<file path="config.mk">
export PLATFORM = sky130hd
export DESIGN_NAME = ssir_locate
export DESIGN_NICKNAME = d
export VERILOG_FILES = /design/src/rtl/ssir_pkg.sv /design/src/rtl/ssir_locate.sv
export SDC_FILE = /design/constraint.sdc
export NUM_CORES = 1
export LEC_CHECK = 0
export ABC_AREA = 1
export BUFFER_PORTS_ARGS = -buffer_cell sky130_fd_sc_hd__buf_2
export CORE_UTILIZATION = 34
export DETAILED_ROUTE_END_ITERATION = 12
export PLACE_DENSITY_LB_ADDON = 0.25
export SYNTH_ARGS = -nofsm -noshare
export SYNTH_HDL_FRONTEND = slang
export SYNTH_SLANG_ARGS = --single-unit
export TNS_END_PERCENT = 30
</file>
<file path="constraint.sdc">
create_clock -name vclk -period 0.8
set_input_delay 0 -clock vclk [all_inputs]
set_output_delay 0 -clock vclk [all_outputs]
set_load 0.05 [all_outputs]
</file>
<file path="src/rtl/ssir_pkg.sv">
// shared types and constants for the sorted set insert/remove block
// no dependencies; used by every module of the block
`default_nettype none

package ssir_pkg;

    // store geometry
    localparam int CAPACITY = 64;
    localparam int DATA_W   = 32;
    localparam int POS_W    = $clog2(CAPACITY + 1);
    localparam int STAT_W   = 2;
    localparam int OUT_W    = ((STAT_W + 2 * POS_W + 7) / 8) * 8;

    // operation codes
    localparam logic OP_INSERT = 1'b0;
    localparam logic OP_REMOVE = 1'b1;

    // result status codes
    localparam logic [STAT_W-1:0] STAT_DONE = 2'd0;
    localparam logic [STAT_W-1:0] STAT_MISS = 2'd1;
    localparam logic [STAT_W-1:0] STAT_FULL = 2'd2;

    // per-cycle command broadcast to every cell
    typedef struct packed {
        logic compare;
        logic ins;
        logic rem;
    } cell_ctrl_t;

endpackage

`default_nettype wire

</file>
<file path="src/rtl/ssir_locate.sv">
// finds the insertion slot and the hit flag from the cells' compare flags
// depends on ssir_pkg; fed by the registered flags of all cells
`default_nettype none

module ssir_locate (
    input  wire logic [ssir_pkg::CAPACITY-1:0] lt_vec,
    input  wire logic [ssir_pkg::CAPACITY-1:0] eq_vec,
    output logic [ssir_pkg::POS_W-1:0]         position,
    output logic                               hit
);

    logic [ssir_pkg::CAPACITY-1:0] bnd;
    logic [ssir_pkg::POS_W-1:0]    enc;

    // boundary is the first cell not below the key; at most one is set
    always_comb
    begin
        bnd = ~lt_vec & {lt_vec[ssir_pkg::CAPACITY-2:0], 1'b1};
        enc = '0;
        for (int i = 0; i < ssir_pkg::CAPACITY; i++)
        begin
            enc = enc | (bnd[i] ? ssir_pkg::POS_W'(i) : '0);
        end
    end

    // no boundary means every slot is below the key and the store is full
    assign position = (|bnd) ? enc : ssir_pkg::POS_W'(ssir_pkg::CAPACITY);
    // only the boundary cell can match since values are distinct and sorted
    assign hit = |eq_vec;

endmodule

`default_nettype wire

</file>
# After elaboration in Yosys (flattened, before gate mapping)
# Cells that the tools add are included.
[word_totals]
out_inout_bits = 8
elab_cells = 130
input_bits = 128
regBits = 0
[op_classes]
reduce_logical = 2
bitwise_logic = 64
n_mux = 64
[ops]
columns = ["op", "count"]
rows = [
  ["2-to-1 mux 6 bit", 32],
  ["bitwise OR 6 bit", 31],
  ["OR reduction 64 bit", 2],
  ["2-to-1 mux 5 bit", 16],
  ["bitwise OR 5 bit", 15],
  ["bitwise AND 64 bit", 1],
  ["inverter 64 bit", 1],
  ["2-to-1 mux 4 bit", 8],
  ["bitwise OR 4 bit", 7],
  ["2-to-1 mux 3 bit", 4],
  ["bitwise OR 3 bit", 3],
  ["2-to-1 mux 7 bit", 1],
  ["bitwise OR 5 x 6 -> 6 bit", 1],
  ["bitwise OR 4 x 5 -> 5 bit", 1],
  ["2-to-1 mux 2 bit", 2],
  ["bitwise OR 3 x 4 -> 4 bit", 1],
  ["bitwise OR 2 x 3 -> 3 bit", 1],
  ["bitwise OR 1 x 2 -> 2 bit", 1],
  ["bitwise OR 2 bit", 1],
  ["2-to-1 mux 1 bit", 1],
]

# Logic depth before layout (Yosys ltp)
# Gate-level depths: netlist (run 1).
[depth]
ltp_word = 66
ltp_mapped = 8

# Least setup slack after synthesis (run 1)
# Ideal clock, no wire load.
[synth_path]
kind = "input port to output port"
start = "in lt_vec[39] in the netlist's numbering"
end = "out position[6] in the netlist's numbering"
stages = 8
t_arrival_ps = 1153
slack_ps = -353
cell_sequence = "inv_1 nand2_1 nand2_2 nor2_2 nand2_1 nor2_2 nand3_1 nor2_1"
[synth_between]
elab_chain_cells = 4
[synth_rtl]
columns = ["element", "line", "source"]
rows = [
  ["start: declaration", "ssir_locate.sv:6", "input wire logic [ssir_pkg::CAPACITY-1:0] lt_vec,"],
  ["inverter 64 bit", "ssir_locate.sv:18", "bnd = ~lt_vec & {lt_vec[ssir_pkg::CAPACITY-2:0], 1'b1};"],
  ["bitwise AND 64 bit (*)", "ssir_locate.sv:18", ""],
  ["OR reduction 64 bit (*)", "ssir_locate.sv:27", "assign position = (|bnd) ? enc : ssir_pkg::POS_W'(ssir_pkg::CAPACITY);"],
  ["2-to-1 mux 7 bit (*)", "ssir_locate.sv:27", ""],
  ["end: declaration", "ssir_locate.sv:8", "output logic [ssir_pkg::POS_W-1:0] position,"],
]
# Mark *: on every way between the ends. The rest lies on a longest branch, timed or not.

# Final worst setup path (run 1)
[layout_path]
start = "in lt_vec[3] in the netlist's numbering"
end = "out position[6] in the netlist's numbering"
# The elaborated chain is that of the path after synthesis.

==> results of run 1 <==
==> metal layers <==
layer	track usage, %	up-vias	wire, um
met2	61.20	324	4077
met3	3.516	132	1068
met1	28.70	1217	2922
met5	0	-	0
met4	9.864	0	976
li1	-	1169	-
==> final cells by class <==
cell class                      instances  area, um^2  area share (%)
Timing Repair Buffer                  194        1361           47.20
Tap cell                               44       55.05           1.909
Inverter                               59       239.0           8.286
Multi-Input combinational cell        200        1229           42.60
==> report_power, final <==
group / switching, mW / internal (mW) / leakage (nW)
clock: 0 / 0 / 0
sequential: 0 / 0 / 0
combinational: 0.792 / 0.759 / 1.67
total: 0.792 / 0.759 / 1.67
==> worst max-delay path, cell delays in order <==
cell,delay (ps)
buf_2,120
inv_1,80
nand2_1,120
nand2_2,90
nor2_4,100
nand2_1,80
nor2_1,170
nand3_2,120
nor2_4,130
buf_8,160
==> kinds of logic (layout without fill, tap and decap cells) <==
family / Yosys count / count (layout)
buffers and inverters: 59 / 253
AND/OR/NAND/NOR: 186 / 186
AO/OA/AOI/OAI: 14 / 14
==> worst max path at each step <==
stage                        to  slack (ps)  cells after the start
finish              position[6]        -380                     10
CTS                 position[6]        -150                     10
detailed placement  position[6]        -260                     10
floorplan           position[3]         -60                      5
global route                hit        -570                      7
global placement    position[6]        -250                     10
==> cell usage in the layout (no fill, tap or decap) <==
master / synthesis / final
buf_2: 0 / 101
buf_4: 0 / 54
nand2_1: 85 / 41
nand2_2: 8 / 39
inv_1: 58 / 38
nor2_1: 57 / 36
buf_6: 0 / 36
inv_2: 1 / 16
nor2_4: 1 / 15
nor2_2: 7 / 14
nand2_4: 0 / 13
nand4_1: 12 / 12
o21ai_2: 2 / 8
nand3_1: 8 / 5
inv_4: 0 / 4
o21ai_0: 7 / 3
nand3_2: 0 / 3
nor3_1: 3 / 3
buf_8: 0 / 3
o21ai_1: 5 / 2
or2_4: 0 / 2
nor4_1: 2 / 2
inv_8: 0 / 1
o21ai_4: 0 / 1
and2_0: 1 / 1
==> repair_timing <==
action | 4_1_cts | 5_1_grt
endpoints found under the setup margin | 8 | 8
endpoints found under the hold margin | 0 | 0
pin swaps | 43 | 58
buffers inserted | 9 | 3
gates resized for setup | 69 | 107
==> metrics by stage <==
| stage | hold WS [ps] | setup WS (ps) |
|---|---|---|
| 2_1_floorplan | 347.6 | -55.88 |
| 3_3_place_gp | 508.1 | -247.9 |
| 3_5_place_dp | 510.7 | -264.4 |
| 4_1_cts | 432.5 | -145.1 |
| 5_1_grt | 467.9 | -566.5 |
| 6_report | 444.5 | -380.6 |
==> results.md, run 1 <==
* Slew Limit Headroom at about three quarters
* Setup crit start: lt_vec[3]
* Fin crit period at about 1200 ps
* Pre-Repair DR Iteration Count at 5
* Via count at about 2,800
* FMAX at around 850 MHz
* Antenna violations before repair at 0
* Register area share after synthesis at 0%
* Vias per inst at about 5.7
* DRC errors left at 0
* Diodes inserted at 0
* Vias in the first global route at just over 2,000
* Crit Path Class: primary input to output pin
* Routed len/inst at 18.20 um
* Min-Delay Path Depth at 6
* Top-area cell type share of the netlist area at around 29%
* Synthesized Nets at about 390
* Layout cells sized above 1 at approximately two thirds
* Global route overflow at 0
* Die Footprint at ~3500 um^2
* Beginning of the worst hold path: eq_vec[14]
* Crit path launch type: primary input
* Row count at 20
* Top cells by count, synth: nand2_1 (85), inv_1 (58), nor2_1 (57)
* GRT Util Overall at 29.26%
* Most numerous cell in the Yosys netlist: nand2_1
* Pins Over Slew Limit at 0
* Total Neg Setup Slack at -2262 ps
* Seq. cell area at 0 um^2
* Mapped Area at 1099 um^2
* Post-synthesis mux area share at 0%
* Failing checks: negative setup slack
* Fillcell total at 97
* Wire length of the first global-routing pass at between 7000 and 8000 um
* Max IR drop VDD at roughly 0.00037 V
* Dpl hpwl at 3821 um
* Tcrit/Tclk final at 147.6%
* Post-Synth Simple-Gate Area at 72.78%
* Critical Path AT at around 1200 ps
* Number of DRC markers in iteration 0 at about 360
* Power Density at 537.7 nW/um^2
* Max-cap viol count at 0
* Cell area after layout at about 2900 um^2
* Final Power at between 1.5 and 2 mW
* Syn. warnings at 0
* Largest family of logic cells by synthesized area: simple AND/OR/NAND/NOR gates
* Nets at between 500 and 600
* Least-Margin Pin Slew at about 350 ps
* FF+latch count at 0
* Status: finished with violations
* Mapped Cells at 259
* XOR/XNOR Fraction of Synth Area at 0%
* Placed insts at between 400 and 500
* Buffers on Ports at 136
* Largest net degree at the start of global routing at 4
* Crit path required time at 800 ps
* Final WL at roughly 9000 um
* Setup crit end kind: output pin
* Post-route worst setup slack at -380.6 ps
* Hold EP: hit
* IO Count at approximately 140
* CP Max Fanout at 2
* Compound-Gate Fraction of Synth Area at 7.062%
* Synth area leader: nand2_1
* Mean Syn Cell Area at around 4.2 um^2
* Chip width at around 59 um
* Core ar. at around 3100 um^2
* Initial Utilization at between 30% and 40%
* DP Area at around 2200 um^2
* GPL Wtd Cong at around 0.86
* Setup-violating endpoint count in the final report at 8
* Finished Layout Cells at 497
* Pleak at 1.666 nW
* Unrepaired setup endpoints after global routing: yes
* Distinct cells, synth at 16
* Area contributors post-synth: nand2_1 (29%), inv_1 (20%), nor2_1 (19%)
* Hold buffers post-CTS at 0
* Die height at approximately 59 um
* Area Overhead vs Synth at 162.5%
* Clkbuf count at 0
* Util after Layout at 94.47%
* Final Hold Viols at 0
* Hold Path Class: primary input to output pin
* Post-Synth Adder-Cell Area at 0%
* Routed Antenna Nets at 0
(Power assumes the default switching activity.)
==> run 2: changes to the inputs <==
CORE_UTILIZATION = 37   (was 34)
clock period = 1.4 ns   (was 0.8 ns; I/O delays follow)
==> run 2 against run 1 <==
The run now ends clean. Count of clock-buffer cells in the layout did not move. Cell area fell by 37%. First-iteration DRC count fell by 80%. Largest cell class is now multi-input combinational cells. Critical path depth did not move. Critical endpoint unchanged. Combinational power fell by 72%. Non-clock buffer count fell by 58. Via count fell by 36%. Highest routed layer unchanged. Cell count fell by 14%. Sequential cell count did not move. Die area fell by 7.8%. Power fell by 72%.
==> results.md, run 2 (same netlist as run 1, synthesis figures left out) <==
* GPL Wtd Cong at 0.9519
* Routed Antenna Nets at 0
* Vias in the first global route at ~1,600
* Setup-violating endpoint count in the final report at 0
* Crit Path Class: primary input to output pin
* FF+latch count at 0
* Post-cts resize count at 0
* Util after Layout at between 60% and 70%
* Die Footprint at roughly 3200 um^2
* Via count at 1,823
* Status: finished clean
* Met3 usage at approximately 2.8%
* DP Area at about 1800 um^2
* CP Buf/Inv Count at 3
* IO Count at 136
* Fin crit period at about 1100 ps
* Global route overflow at 0
* Peak per-stage delay on the critical path at 270 ps
* Clkbuf count at 0
* Hold Path Class: primary input to output pin
* Tcrit/Tclk final at between 70% and 80%
* Most frequent cells in the layout: buf_2 (136), nand2_1 (85), inv_1 (58), nor2_1 (57), nand4_1 (12)
* Wire length of the first global-routing pass at 6120 um
* Core ar. at roughly 2800 um^2
* Vias per inst at about 4.3
* Area Overhead vs Synth at 65.49%
* Crit path launch type: primary input
* Commonest non-fill, non-tap cell in the layout: buf_2
* Row count at 19
* Chip width at between 50 and 60 um
* Layout cells sized above 1 at approximately 40%
* Least-Margin Pin Slew at roughly 320 ps
* Max IR drop VDD at ~0.00017 V
* Slew Limit Headroom at 78.26%
* Critical Path AT at ~1100 ps
* Nets at between 500 and 600
* Antenna violations before repair at 0
* CP delay by family, top: simple AND/OR/NAND/NOR gates
* Total Neg Setup Slack at 0 ps
* Cell area after layout at 1818 um^2
* Dpl hpwl at between 3000 and 4000 um
* Cells along the critical path: buf_2, inv_1, nand2_1, nand2_1, nor2_1, nand2_1, nor2_2, nand3_1, nor2_1, buf_2
* Pins Over Slew Limit at 0
* Die height at between 50 and 60 um
* DRC errors left at 0
* Fillcell total at 308
* Top Usage Layer GRT: met2
* GRT Util Overall at about 23%
* Hold buffers post-CTS at 0
* Crit path required time at approximately 1400 ps
* M1 GR Usage at 31.07%
* Top cell by count, worst path: nand2_1
* FMAX at 945.4 MHz
* Buffers on Ports at between 100 and 150
* Diodes inserted at 0
* Final Hold Viols at 0
* Number of DRC markers in iteration 0 at 70
* Pre-Repair DR Iteration Count at 5
* Power Density at approximately 240 nW/um^2
* Initial Utilization at between 30 and 40%
* Unrepaired setup endpoints after global routing: no
* Pleak at between 1 and 1.5 nW
* Final WL at a little under 4000 um
* Max-cap viol count at 0
* Post-CTS Setup Inserts at 0
* Met2 usage at about two fifths
* Largest net degree at the start of global routing at 4
* Setup crit end kind: output pin
* Routed len/inst at approximately 9.2 um
* Seq. cell area at 0 um^2
* CP Max Fanout at 2
* Slowest cell on the critical path: buf_2
-- run 2: changes by cell type in the layout (fill, tap and decap cells not counted), sizes merged --
cell | before | now
buf | 194 | 136
-- run 2: worst paths after layout --
check,start,endpoint,slack [ps],cells after the start
max,lt_vec[45],position[6],340,10
min,eq_vec[15],hit,510,6
-- run 2: metal layers --
metal	part of all wire [%]	vias to the layer above
li1	-	1045
met1	46	709
met2	47	67
met3	7.2	2
met4	0.36	0
met5	0	-
-- run 2: power breakdown --
group	internal [mW]	switching [mW]
clock network	0	0
logic	0.214	0.218
registers	0	0
total	0.214	0.218
-- run 2: final cells by class --
class	instances	area, um^2	share of cell area (%)
Multi-Input combinational cell	200	877.1	48.25
Timing Repair Buffer	136	680.7	37.44
Tap cell	31	38.79	2.134
Inverter	59	221.5	12.18
-- run 2: through the flow --
step / power, mW / hold slack [ps] / instances / setup WS (ps)
floorplan: 0.2060 / 395.6 / 259 / 246.6
global route: 0.4899 / 571.3 / 426 / 231.7
global placement: 0.4251 / 504.1 / 426 / 345.2
detailed placement: 0.4289 / 510.1 / 426 / 354.0
finish: 0.4321 / 505.7 / 426 / 342.2
CTS: 0.4309 / 510.7 / 426 / 345.6
