--- src/rtl/ssir_pkg.sv ---
// shared types and constants for the sorted set insert/remove block
// no dependencies; used by every module of the block
`default_nettype none

package ssir_pkg;

    // store geometry
    localparam int CAPACITY = 64;
    localparam int DATA_W   = 32;
    localparam int POS_W    = $clog2(CAPACITY + 1);
    localparam int STAT_W   = 2;
    localparam int OUT_W    = ((STAT_W + 2 * POS_W + 7) / 8) * 8;

    // operation codes
    localparam logic OP_INSERT = 1'b0;
    localparam logic OP_REMOVE = 1'b1;

    // result status codes
    localparam logic [STAT_W-1:0] STAT_DONE = 2'd0;
    localparam logic [STAT_W-1:0] STAT_MISS = 2'd1;
    localparam logic [STAT_W-1:0] STAT_FULL = 2'd2;

    // per-cycle command broadcast to every cell
    typedef struct packed {
        logic compare;
        logic ins;
        logic rem;
    } cell_ctrl_t;

endpackage

`default_nettype wire

--- src/rtl/ssir_cell.sv ---
// one storage cell of the sorted chain: holds one value and its occupied flag
// depends on ssir_pkg; neighbors feed shift data in both directions
`default_nettype none

module ssir_cell (
    input  wire logic                              clk,
    input  wire logic                              rst_n,
    input  wire ssir_pkg::cell_ctrl_t              ctrl,
    input  wire logic signed [ssir_pkg::DATA_W-1:0] key,
    input  wire logic                              lt_prev,
    input  wire logic signed [ssir_pkg::DATA_W-1:0] value_prev,
    input  wire logic                              valid_prev,
    input  wire logic signed [ssir_pkg::DATA_W-1:0] value_nxt,
    input  wire logic                              valid_nxt,
    output logic signed [ssir_pkg::DATA_W-1:0]     value,
    output logic                                   valid,
    output logic                                   lt,
    output logic                                   eq
);

    logic signed [ssir_pkg::DATA_W-1:0] value_reg;
    logic signed [ssir_pkg::DATA_W-1:0] value_next;
    logic                               valid_reg;
    logic                               valid_next;
    logic                               lt_reg;
    logic                               lt_next;
    logic                               eq_reg;
    logic                               eq_next;

    // compare against the key, then shift or load on update
    always_comb
    begin
        lt_next    = lt_reg;
        eq_next    = eq_reg;
        value_next = value_reg;
        valid_next = valid_reg;
        if (ctrl.compare)
        begin
            lt_next = valid_reg && (value_reg < key);
            eq_next = valid_reg && (value_reg == key);
        end
        // insert: cells below the slot keep, the slot loads the key, the rest move up
        if (ctrl.ins && !lt_reg)
        begin
            if (lt_prev)
            begin
                value_next = key;
                valid_next = 1'b1;
            end
            else
            begin
                value_next = value_prev;
                valid_next = valid_prev;
            end
        end
        // remove: cells from the hit upward take their upper neighbor
        if (ctrl.rem && !lt_reg)
        begin
            value_next = value_nxt;
            valid_next = valid_nxt;
        end
    end

    // control flags
    always_ff @(posedge clk or negedge rst_n)
    begin
        if (!rst_n)
        begin
            valid_reg <= 1'b0;
            lt_reg    <= 1'b0;
            eq_reg    <= 1'b0;
        end
        else
        begin
            valid_reg <= valid_next;
            lt_reg    <= lt_next;
            eq_reg    <= eq_next;
        end
    end

    // stored value
    always_ff @(posedge clk)
    begin
        value_reg <= value_next;
    end

    assign value = value_reg;
    assign valid = valid_reg;
    assign lt    = lt_reg;
    assign eq    = eq_reg;

endmodule

`default_nettype wire

--- config.mk ---
export PLATFORM = sky130hd
export DESIGN_NAME = ssir_cell
export DESIGN_NICKNAME = d
export VERILOG_FILES = /design/src/rtl/ssir_pkg.sv /design/src/rtl/ssir_cell.sv
export SDC_FILE = /design/constraint.sdc
export NUM_CORES = 1
export LEC_CHECK = 0
export BUFFER_PORTS_ARGS = -buffer_cell sky130_fd_sc_hd__buf_2
export CAP_MARGIN = 20
export CORE_MARGIN = 5
export CORE_UTILIZATION = 45
export DETAILED_ROUTE_END_ITERATION = 10
export PLACE_DENSITY = 0.81
export SYNTH_ARGS = -nofsm -noshare
export SYNTH_HDL_FRONTEND = slang
export SYNTH_SLANG_ARGS = --single-unit
--- constraint.sdc ---
create_clock -name clk -period 3.1 [get_ports clk]
set_clock_uncertainty 0.15 [all_clocks]
set_input_delay 0.62 -clock clk [delete_from_list [all_inputs] [get_ports clk]]
set_output_delay 0.62 -clock clk [all_outputs]
set_load 0.01 [all_outputs]
=== After elaboration in Yosys (flattened, before gate mapping) ===
Index checks and enable logic that the tools add are counted.

* Add/sub/neg operators: 0
* Multiply operators: 0
* Div/mod/pow operators: 0
* Order comparisons: 1
* Equality and inequality tests: 1
* Shifts and indexed selects: 0
* Multiplexer cells: 6
* Bitwise logic cells: 0
* Reduce and logical (&&, ||, !) cells: 6

{| class="wikitable"
|+ Operators by type and width
! operator !! number
|-
| 32-bit two-way mux || 3
|-
| 32-bit == test || 1
|-
| 32-bit < comparator || 1
|-
| 1-bit logical AND || 4
|-
| 1-bit two-way mux || 3
|-
| 2-bit nonzero test || 1
|-
| 1-bit zero test || 1
|}

* Flip-flop bits (word level): 35
* Latch bits: 0
* Bits in writable memories: 0
* Bits in read-only memories: 0
* Input bits: 104
* Output and inout bits: 35
* Word-level logic and storage cells: 18
* Memories: 0

=== Depth between registers and ports, before layout ===
Gate-level depths: netlist of the first run.

* Depth in word-level cells: 4
* Gate-level depth with buffers: 7
* Mapped depth without buffers: 7

=== Worst setup path before layout of the first run ===
OpenSTA, ideal clock, no wires.

* Path type: input-to-reg
* From: in ctrl[1] (netlist bit)
* To: reg valid_reg (netlist: valid)
* Library setup time: 0.125 ns
* Arrival time: 2.498 ns
* Path slack: 0.327 ns
* Stages on the path: 3
* Path buffers: 0
* Path through: nor2_1 -> nor2_1 -> mux2_2

* Longest elaborated chain between the ends: 2

{| class="wikitable"
|+ RTL lines
! what !! line !! RTL
|-
| from (decl) || ssir_cell.sv:8 || <nowiki>input wire ssir_pkg::cell_ctrl_t ctrl,</nowiki>
|-
| 1-bit logical AND || ssir_cell.sv:43 || <nowiki>if (ctrl.ins && !lt_reg)</nowiki>
|-
| 2-bit nonzero test (no line) || - ||
|-
| to (signal assigned) || ssir_cell.sv:75 || <nowiki>valid_reg <= valid_next;</nowiki>
|-
| to (decl) || ssir_cell.sv:23 || <nowiki>logic valid_reg;</nowiki>
|}

No other way between the ends.
A chain may end at the register's enable or synchronous reset.

=== Worst setup path in the final report of the first run ===
* From: in key[17] (netlist bit)
* To: reg lt_reg (netlist: lt)

* Longest elaborated chain between the ends: 2

{| class="wikitable"
|+ RTL lines
! what !! line !! RTL
|-
| from (decl) || ssir_cell.sv:9 || <nowiki>input wire logic signed [ssir_pkg::DATA_W-1:0] key,</nowiki>
|-
| 32-bit < comparator || ssir_cell.sv:39 || <nowiki>lt_next = valid_reg && (value_reg < key);</nowiki>
|-
| 1-bit logical AND || ssir_cell.sv:39 ||
|-
| to (signal assigned) || ssir_cell.sv:76 || <nowiki>lt_reg <= lt_next;</nowiki>
|-
| to (decl) || ssir_cell.sv:25 || <nowiki>logic lt_reg;</nowiki>
|}

No other way between the ends.

==> results.yml, run 1 <==
sta:
  fin_tns_setup_ns: 0
  min_period_ns: 2.16
  setup_viol: 0
  slew_viol_final: 0
  tightest_slew_ns: 0.519
  max_freq_mhz: 463
  rsz0062_at_grt: "false"
  max_slew_margin_pct: 65.3
  timing.final.crit_share_pct: 69.7
  finalHoldViolCount: 0
clock_tree:
  numCtsBuffers: 5
  h-tree-depth: 2
  cts_root_buf: "clkbuf_8"
  cts_resized: 0
  post_cts_buffers: 0
  clk_pin_slew_ns: 0.07
  holdBufCountCts: 1
  clock_sinks: 35
  cts_buffer_depth: 2
  cts_tree: "yes"
  clk_latency_ns: 0.29
route:
  wl_met1_um: 2700
  wl_met3_um: 521
  routed_wl_um: 6930
  wire_per_inst_um: 14.4
  drc: 0
  drtIter0Drc: 68
  wl_met2_um: 3590
  dr.pass1.iters: 4
  drtAntennaViolNets: 0
  vias: 2420
  viasPerCell: 5.02
  top_layer: "met4"
job:
  cap_violations: 0
worst_setup_path:
  cp.arrival_ns: 2.20
  crit_type: "input port to register"
  regToRegEndpoint: "lt$_DFFE_PN0P_"
  critPathCaptureType: "register"
  path_max_fanout: 2
  critPathRequiredTime_ns: 3.14
  r2r_slack_ns: 0.97
  cp-start-kind: "input port"
  r2r_cells: 6
  r2r-start: "value[31]$_DFFE_PP_"
pwr:
  ir_worst_vdd_mv: 0.300
  finalPower_mw: 1.99
  leakage_nw: 1.83
  power.density_mw_per_mm2: 574
run_status:
  status: "finished, final reports clean"
layout:
  areaGrowthSynthToFinish_pct: 34.7
  finalInstanceArea_mm2: 0.00346
  largest_reg_flops: 32
  drive_above_1_share_pct: 37.8
  antenna_cells: 0
  nNetsFinal: 545
  nFillCells: 499
die:
  row_count: 27
  fp.dieW_um: 85.6
  dieArea_mm2: 0.00733
  ios: 139
  die_h_um: 85.6
  start_util_pct: 46.4
  core_area_mm2: 0.00554
yosys:
  synthDistinctLibCells: 31
  synth-seq-area-share_pct: 40.3
  synth.net_count: 406
  synthArstFlopShare_pct: 8.57
  synth-edff-count: 32
  synth_area_mm2: 0.00257
  ys_ff_latch: 35
  ys_warn_count: 0
  ys.flop_type: "edfxtp_1"
  synth_cells: 270
  syn-mean-instance-area_um2: 9.52
grt:
  grt_pass1_wl_um: 11000
  grt_use_total_pct: 18.8
  grt_pass1_vias: 2444
  grt_overflow: 0
  antenna_found_initial: 0
  grt_max_degree: 34
min_path:
  worstHoldStart: "eq$_DFFE_PN0P_"
  hp-class: "register to register"
  min_path_cells: 2
  min_to: "eq$_DFFE_PN0P_"
placement:
  placed_cell_area_mm2: 0.00336
  hpwl_um: 5650
  gp_congestion: 0.808
  port_buffers: 138
[metal layers]
metal	track usage [%]	vias to the layer above
met3	4.90	12
met5	0	-
li1	-	1234
met2	34.3	88
met4	7.05	0
met1	20.8	1086
[kinds of logic (layout without fill, tap and decap cells)]
family | after synthesis | count (layout) | share of synthesized area [%]
buf+inv | 46 | 186 | 6.86
simple gates | 65 | 65 | 11.0
mux | 33 | 33 | 12.9
fa+ha+maj | 32 | 32 | 15.6
flops | 35 | 35 | 40.3
compound gates | 59 | 59 | 13.4
[worst max-delay path, cell delays in order]
cell      delay (ns)
buf_2           0.10
inv_1           0.04
ha_1            0.28
a21o_1          0.18
a221o_1         0.34
a221oi_2        0.31
o21ai_1         0.12
o41ai_2         0.20
[stage by stage]
step | instances | worst slack (ns) | util (%) | hold slack (ns)
4_1_cts | 482 | 0.926 | 62.5 | 0.392
6_report | 482 | 0.940 | 62.5 | 0.395
3_5_place_dp | 473 | 0.621 | 60.7 | 0.281
2_1_floorplan | 270 | 0.327 | - | 0.174
5_1_grt | 482 | 0.782 | 62.5 | 0.423
3_3_place_gp | 473 | 0.672 | 60.7 | 0.280
[where the power goes]
part	leakage (nW)	switching, mW	total, mW	internal [mW]
logic	1.42	0.494	0.847	0.353
registers	0.361	0.0815	0.800	0.719
clock network	0.0459	0.164	0.342	0.178
[worst max-delay path by stage]
stage | startpoint | end | cells after the start
6_report | key[17] | lt$_DFFE_PN0P_ | 8
5_1_grt | key[31] | lt$_DFFE_PN0P_ | 8
4_1_cts | key[31] | lt$_DFFE_PN0P_ | 8
3_5_place_dp | key[31] | lt$_DFFE_PN0P_ | 8
3_3_place_gp | key[31] | lt$_DFFE_PN0P_ | 8
2_1_floorplan | ctrl[1] | valid$_DFFE_PN0P_ | 3
[cell type report]
class | instances | area [um^2] | area share [%]
Tap cell | 72 | 90.1 | 2.60
Clock buffer | 7 | 86.3 | 2.49
Clock inverter | 1 | 3.75 | 0.108
Multi-Input combinational cell | 189 | 1370 | 39.7
Timing Repair Buffer | 143 | 743 | 21.5
Inverter | 35 | 131 | 3.79
Sequential cell | 35 | 1040 | 29.9
[synthesized netlist by cell type (all sizes together), types with 3 or more instances]
| master | count | share of area, % |
|---|---|---|
| buf | 3 | 0.58 |
| nand2 | 45 | 6.6 |
| edfxtp | 32 | 37 |
| ha | 32 | 16 |
| inv | 35 | 5.1 |
| o21ai | 38 | 7.4 |
| nand4 | 5 | 1.2 |
| mux2i | 32 | 12 |
| a21oi | 10 | 1.9 |
| nor2 | 6 | 0.88 |
| dfrtp | 3 | 2.9 |
| clkbuf | 8 | 1.2 |
| nand2b | 3 | 0.73 |
[layout by cell type (no fill, tap or decap), types with 2 or more instances in the layout]
cell and instances:
a21oi_1 10, clkbuf_8 6, a21o_1 2, nand4_1 5, inv_1 35, nand2_1 45
edfxtp_1 32, dfrtp_1 3, o21ai_0 37, buf_4 3, nor2_1 5, buf_2 138
nand2b_1 3, ha_1 32, mux2i_1 32
No activity file was read; power rests on OpenSTA's default activity.
==> run 2: changes to the inputs <==
==> constraint.sdc (replaced) <==
create_clock -name clk -period 2.05 [get_ports clk]
set_clock_uncertainty 0.15 [all_clocks]
set_input_delay 0.41 -clock clk [delete_from_list [all_inputs] [get_ports clk]]
set_output_delay 0.41 -clock clk [all_outputs]
set_load 0.01 [all_outputs]
==> results.yml, run 2 (same netlist as run 1, synthesis figures left out) <==
run_status:
  status: "finished, final reports clean"
clock_tree:
  clk_pin_slew_ns: 0.07
  clk_latency_ns: 0.28
  cts_tree: "yes"
  clock_sinks: 35
  cts_buffer_depth: 2
  cts_root_buf: "clkbuf_8"
  h-tree-depth: 2
  numCtsBuffers: 5
min_path:
  hp-class: "input port to register"
  worstHoldStart: "ctrl[2]"
sta:
  max_slew_margin_pct: 71.2
  tightest_slew_ns: 0.431
  timing.final.crit_share_pct: 99.1
  finalHoldViolCount: 0
  fin_tns_setup_ns: 0
  setup_viol: 0
  max_freq_mhz: 492
  rsz0062_at_grt: "true"
  min_period_ns: 2.03
  slew_viol_final: 0
  finalWorstSetupSlack_ns: 0.0187
pwr:
  leakage_nw: 1.90
  power.density_mw_per_mm2: 867
  ir_worst_vdd_mv: 0.448
worst_setup_path:
  cp-start-kind: "register"
  slowest_stage: "edfxtp_1"
  slowest_delay_ns: 0.39
  critPathCaptureType: "register"
  r2r-start: "value[5]$_DFFE_PP_"
  crit_start: "value[5]$_DFFE_PP_"
  cpLargestDelayFamily: "compound AO/OA/AOI/OAI gates"
  cp.arrival_ns: 2.07
  crit_chain: "ha_1, a21oi_1, o21ai_0, a221oi_1, a31oi_2, o41ai_2"
  cp.buffers_inverters: 0
  path_max_fanout: 2
  crit_type: "register to register"
  critPathRequiredTime_ns: 2.08
placement:
  hpwl_um: 5780
  port_buffers: 138
  preCtsSetupSlack_ns: -0.183
  gp_congestion: 0.793
layout:
  nNetsFinal: 557
  drive_above_1_share_pct: 41.2
  largest_reg_flops: 32
  areaGrowthSynthToFinish_pct: 41.6
  final_cell_mix: "buf_2 (138), nand2_1 (45), o21ai_0 (37)"
  layout_commonest_cell: "buf_2"
  antenna_cells: 0
route:
  drc: 0
  wire_per_inst_um: 14.3
  drtIter0Drc: 71
  viasPerCell: 4.97
  routed_wl_um: 7060
  dr.pass1.iters: 4
  vias: 2456
  drtAntennaViolNets: 0
grt:
  grt_max_degree: 34
  grt_pass1_wl_um: 11100
  grt_pass1_vias: 2572
  grt_use_total_pct: 18.8
  antenna_found_initial: 0
  grt_overflow: 0
die:
  die_h_um: 85.6
  fp.dieW_um: 85.6
  row_count: 27
  ios: 139
  start_util_pct: 46.4
  core_area_mm2: 0.00554
  dieArea_mm2: 0.00733
job:
  cap_violations: 0
[run 2: path summary, 6_finish.rpt]
check                                    end  slack, ns  cells after the start
max in group asynchronous  valid$_DFFE_PN0P_       1.33                      2
min reg2reg                   eq$_DFFE_PN0P_       0.40                      2
max reg2reg                   lt$_DFFE_PN0P_       0.02                      6
max                           lt$_DFFE_PN0P_       0.02                      6
min in group asynchronous     lt$_DFFE_PN0P_       0.31                      2
min                           eq$_DFFE_PN0P_       0.24                      2
[run 2: where the power goes]
part / switching (mW) / internal (mW)
Clock: 0.238 / 0.269
Combinational: 0.787 / 0.646
Sequential: 0.130 / 1.09
[run 2: area by class of cell]
type	count	area [um^2]
sequential	35	1040
multi-input combinational	189	1450
inverter	35	131
clock buffer	7	86.3
tap	72	90.1
timing repair buffer	155	846
clock inverter	1	3.75
fill	459	1900
[run 2: layer usage]
layer	part of all wire (%)	routed length (um)	up-vias	global-route usage, %
li1	-	-	1261	-
met5	0	0	-	0
met2	52	3700	80	34.6
met3	8.0	567	9	5.00
met1	38	2700	1106	20.8
met4	1.3	95	0	6.19
[run 2: repair_timing]
item	4_1_cts	5_1_grt
setup buffers	1	1
hold buffers	1	0
endpoints found under the setup margin	1	2
pin swaps	5	7
endpoints found under the hold margin	3	0
resized for setup	2	7
[run 2: metrics by stage]
stage / instances / instance area (um^2) / util, % / hold WS, ns / power [mW]
detailed placement: 484 / 3460 / 62.4 / 0.0681 / 2.62
global placement: 484 / 3460 / 62.4 / 0.0667 / 2.56
global route: 494 / 3640 / 65.7 / 0.231 / 3.41
CTS: 494 / 3580 / 64.5 / 0.224 / 3.15
floorplan: 270 / 2570 / - / -0.0356 / 1.97
finish: 494 / 3640 / 65.7 / 0.236 / 3.16
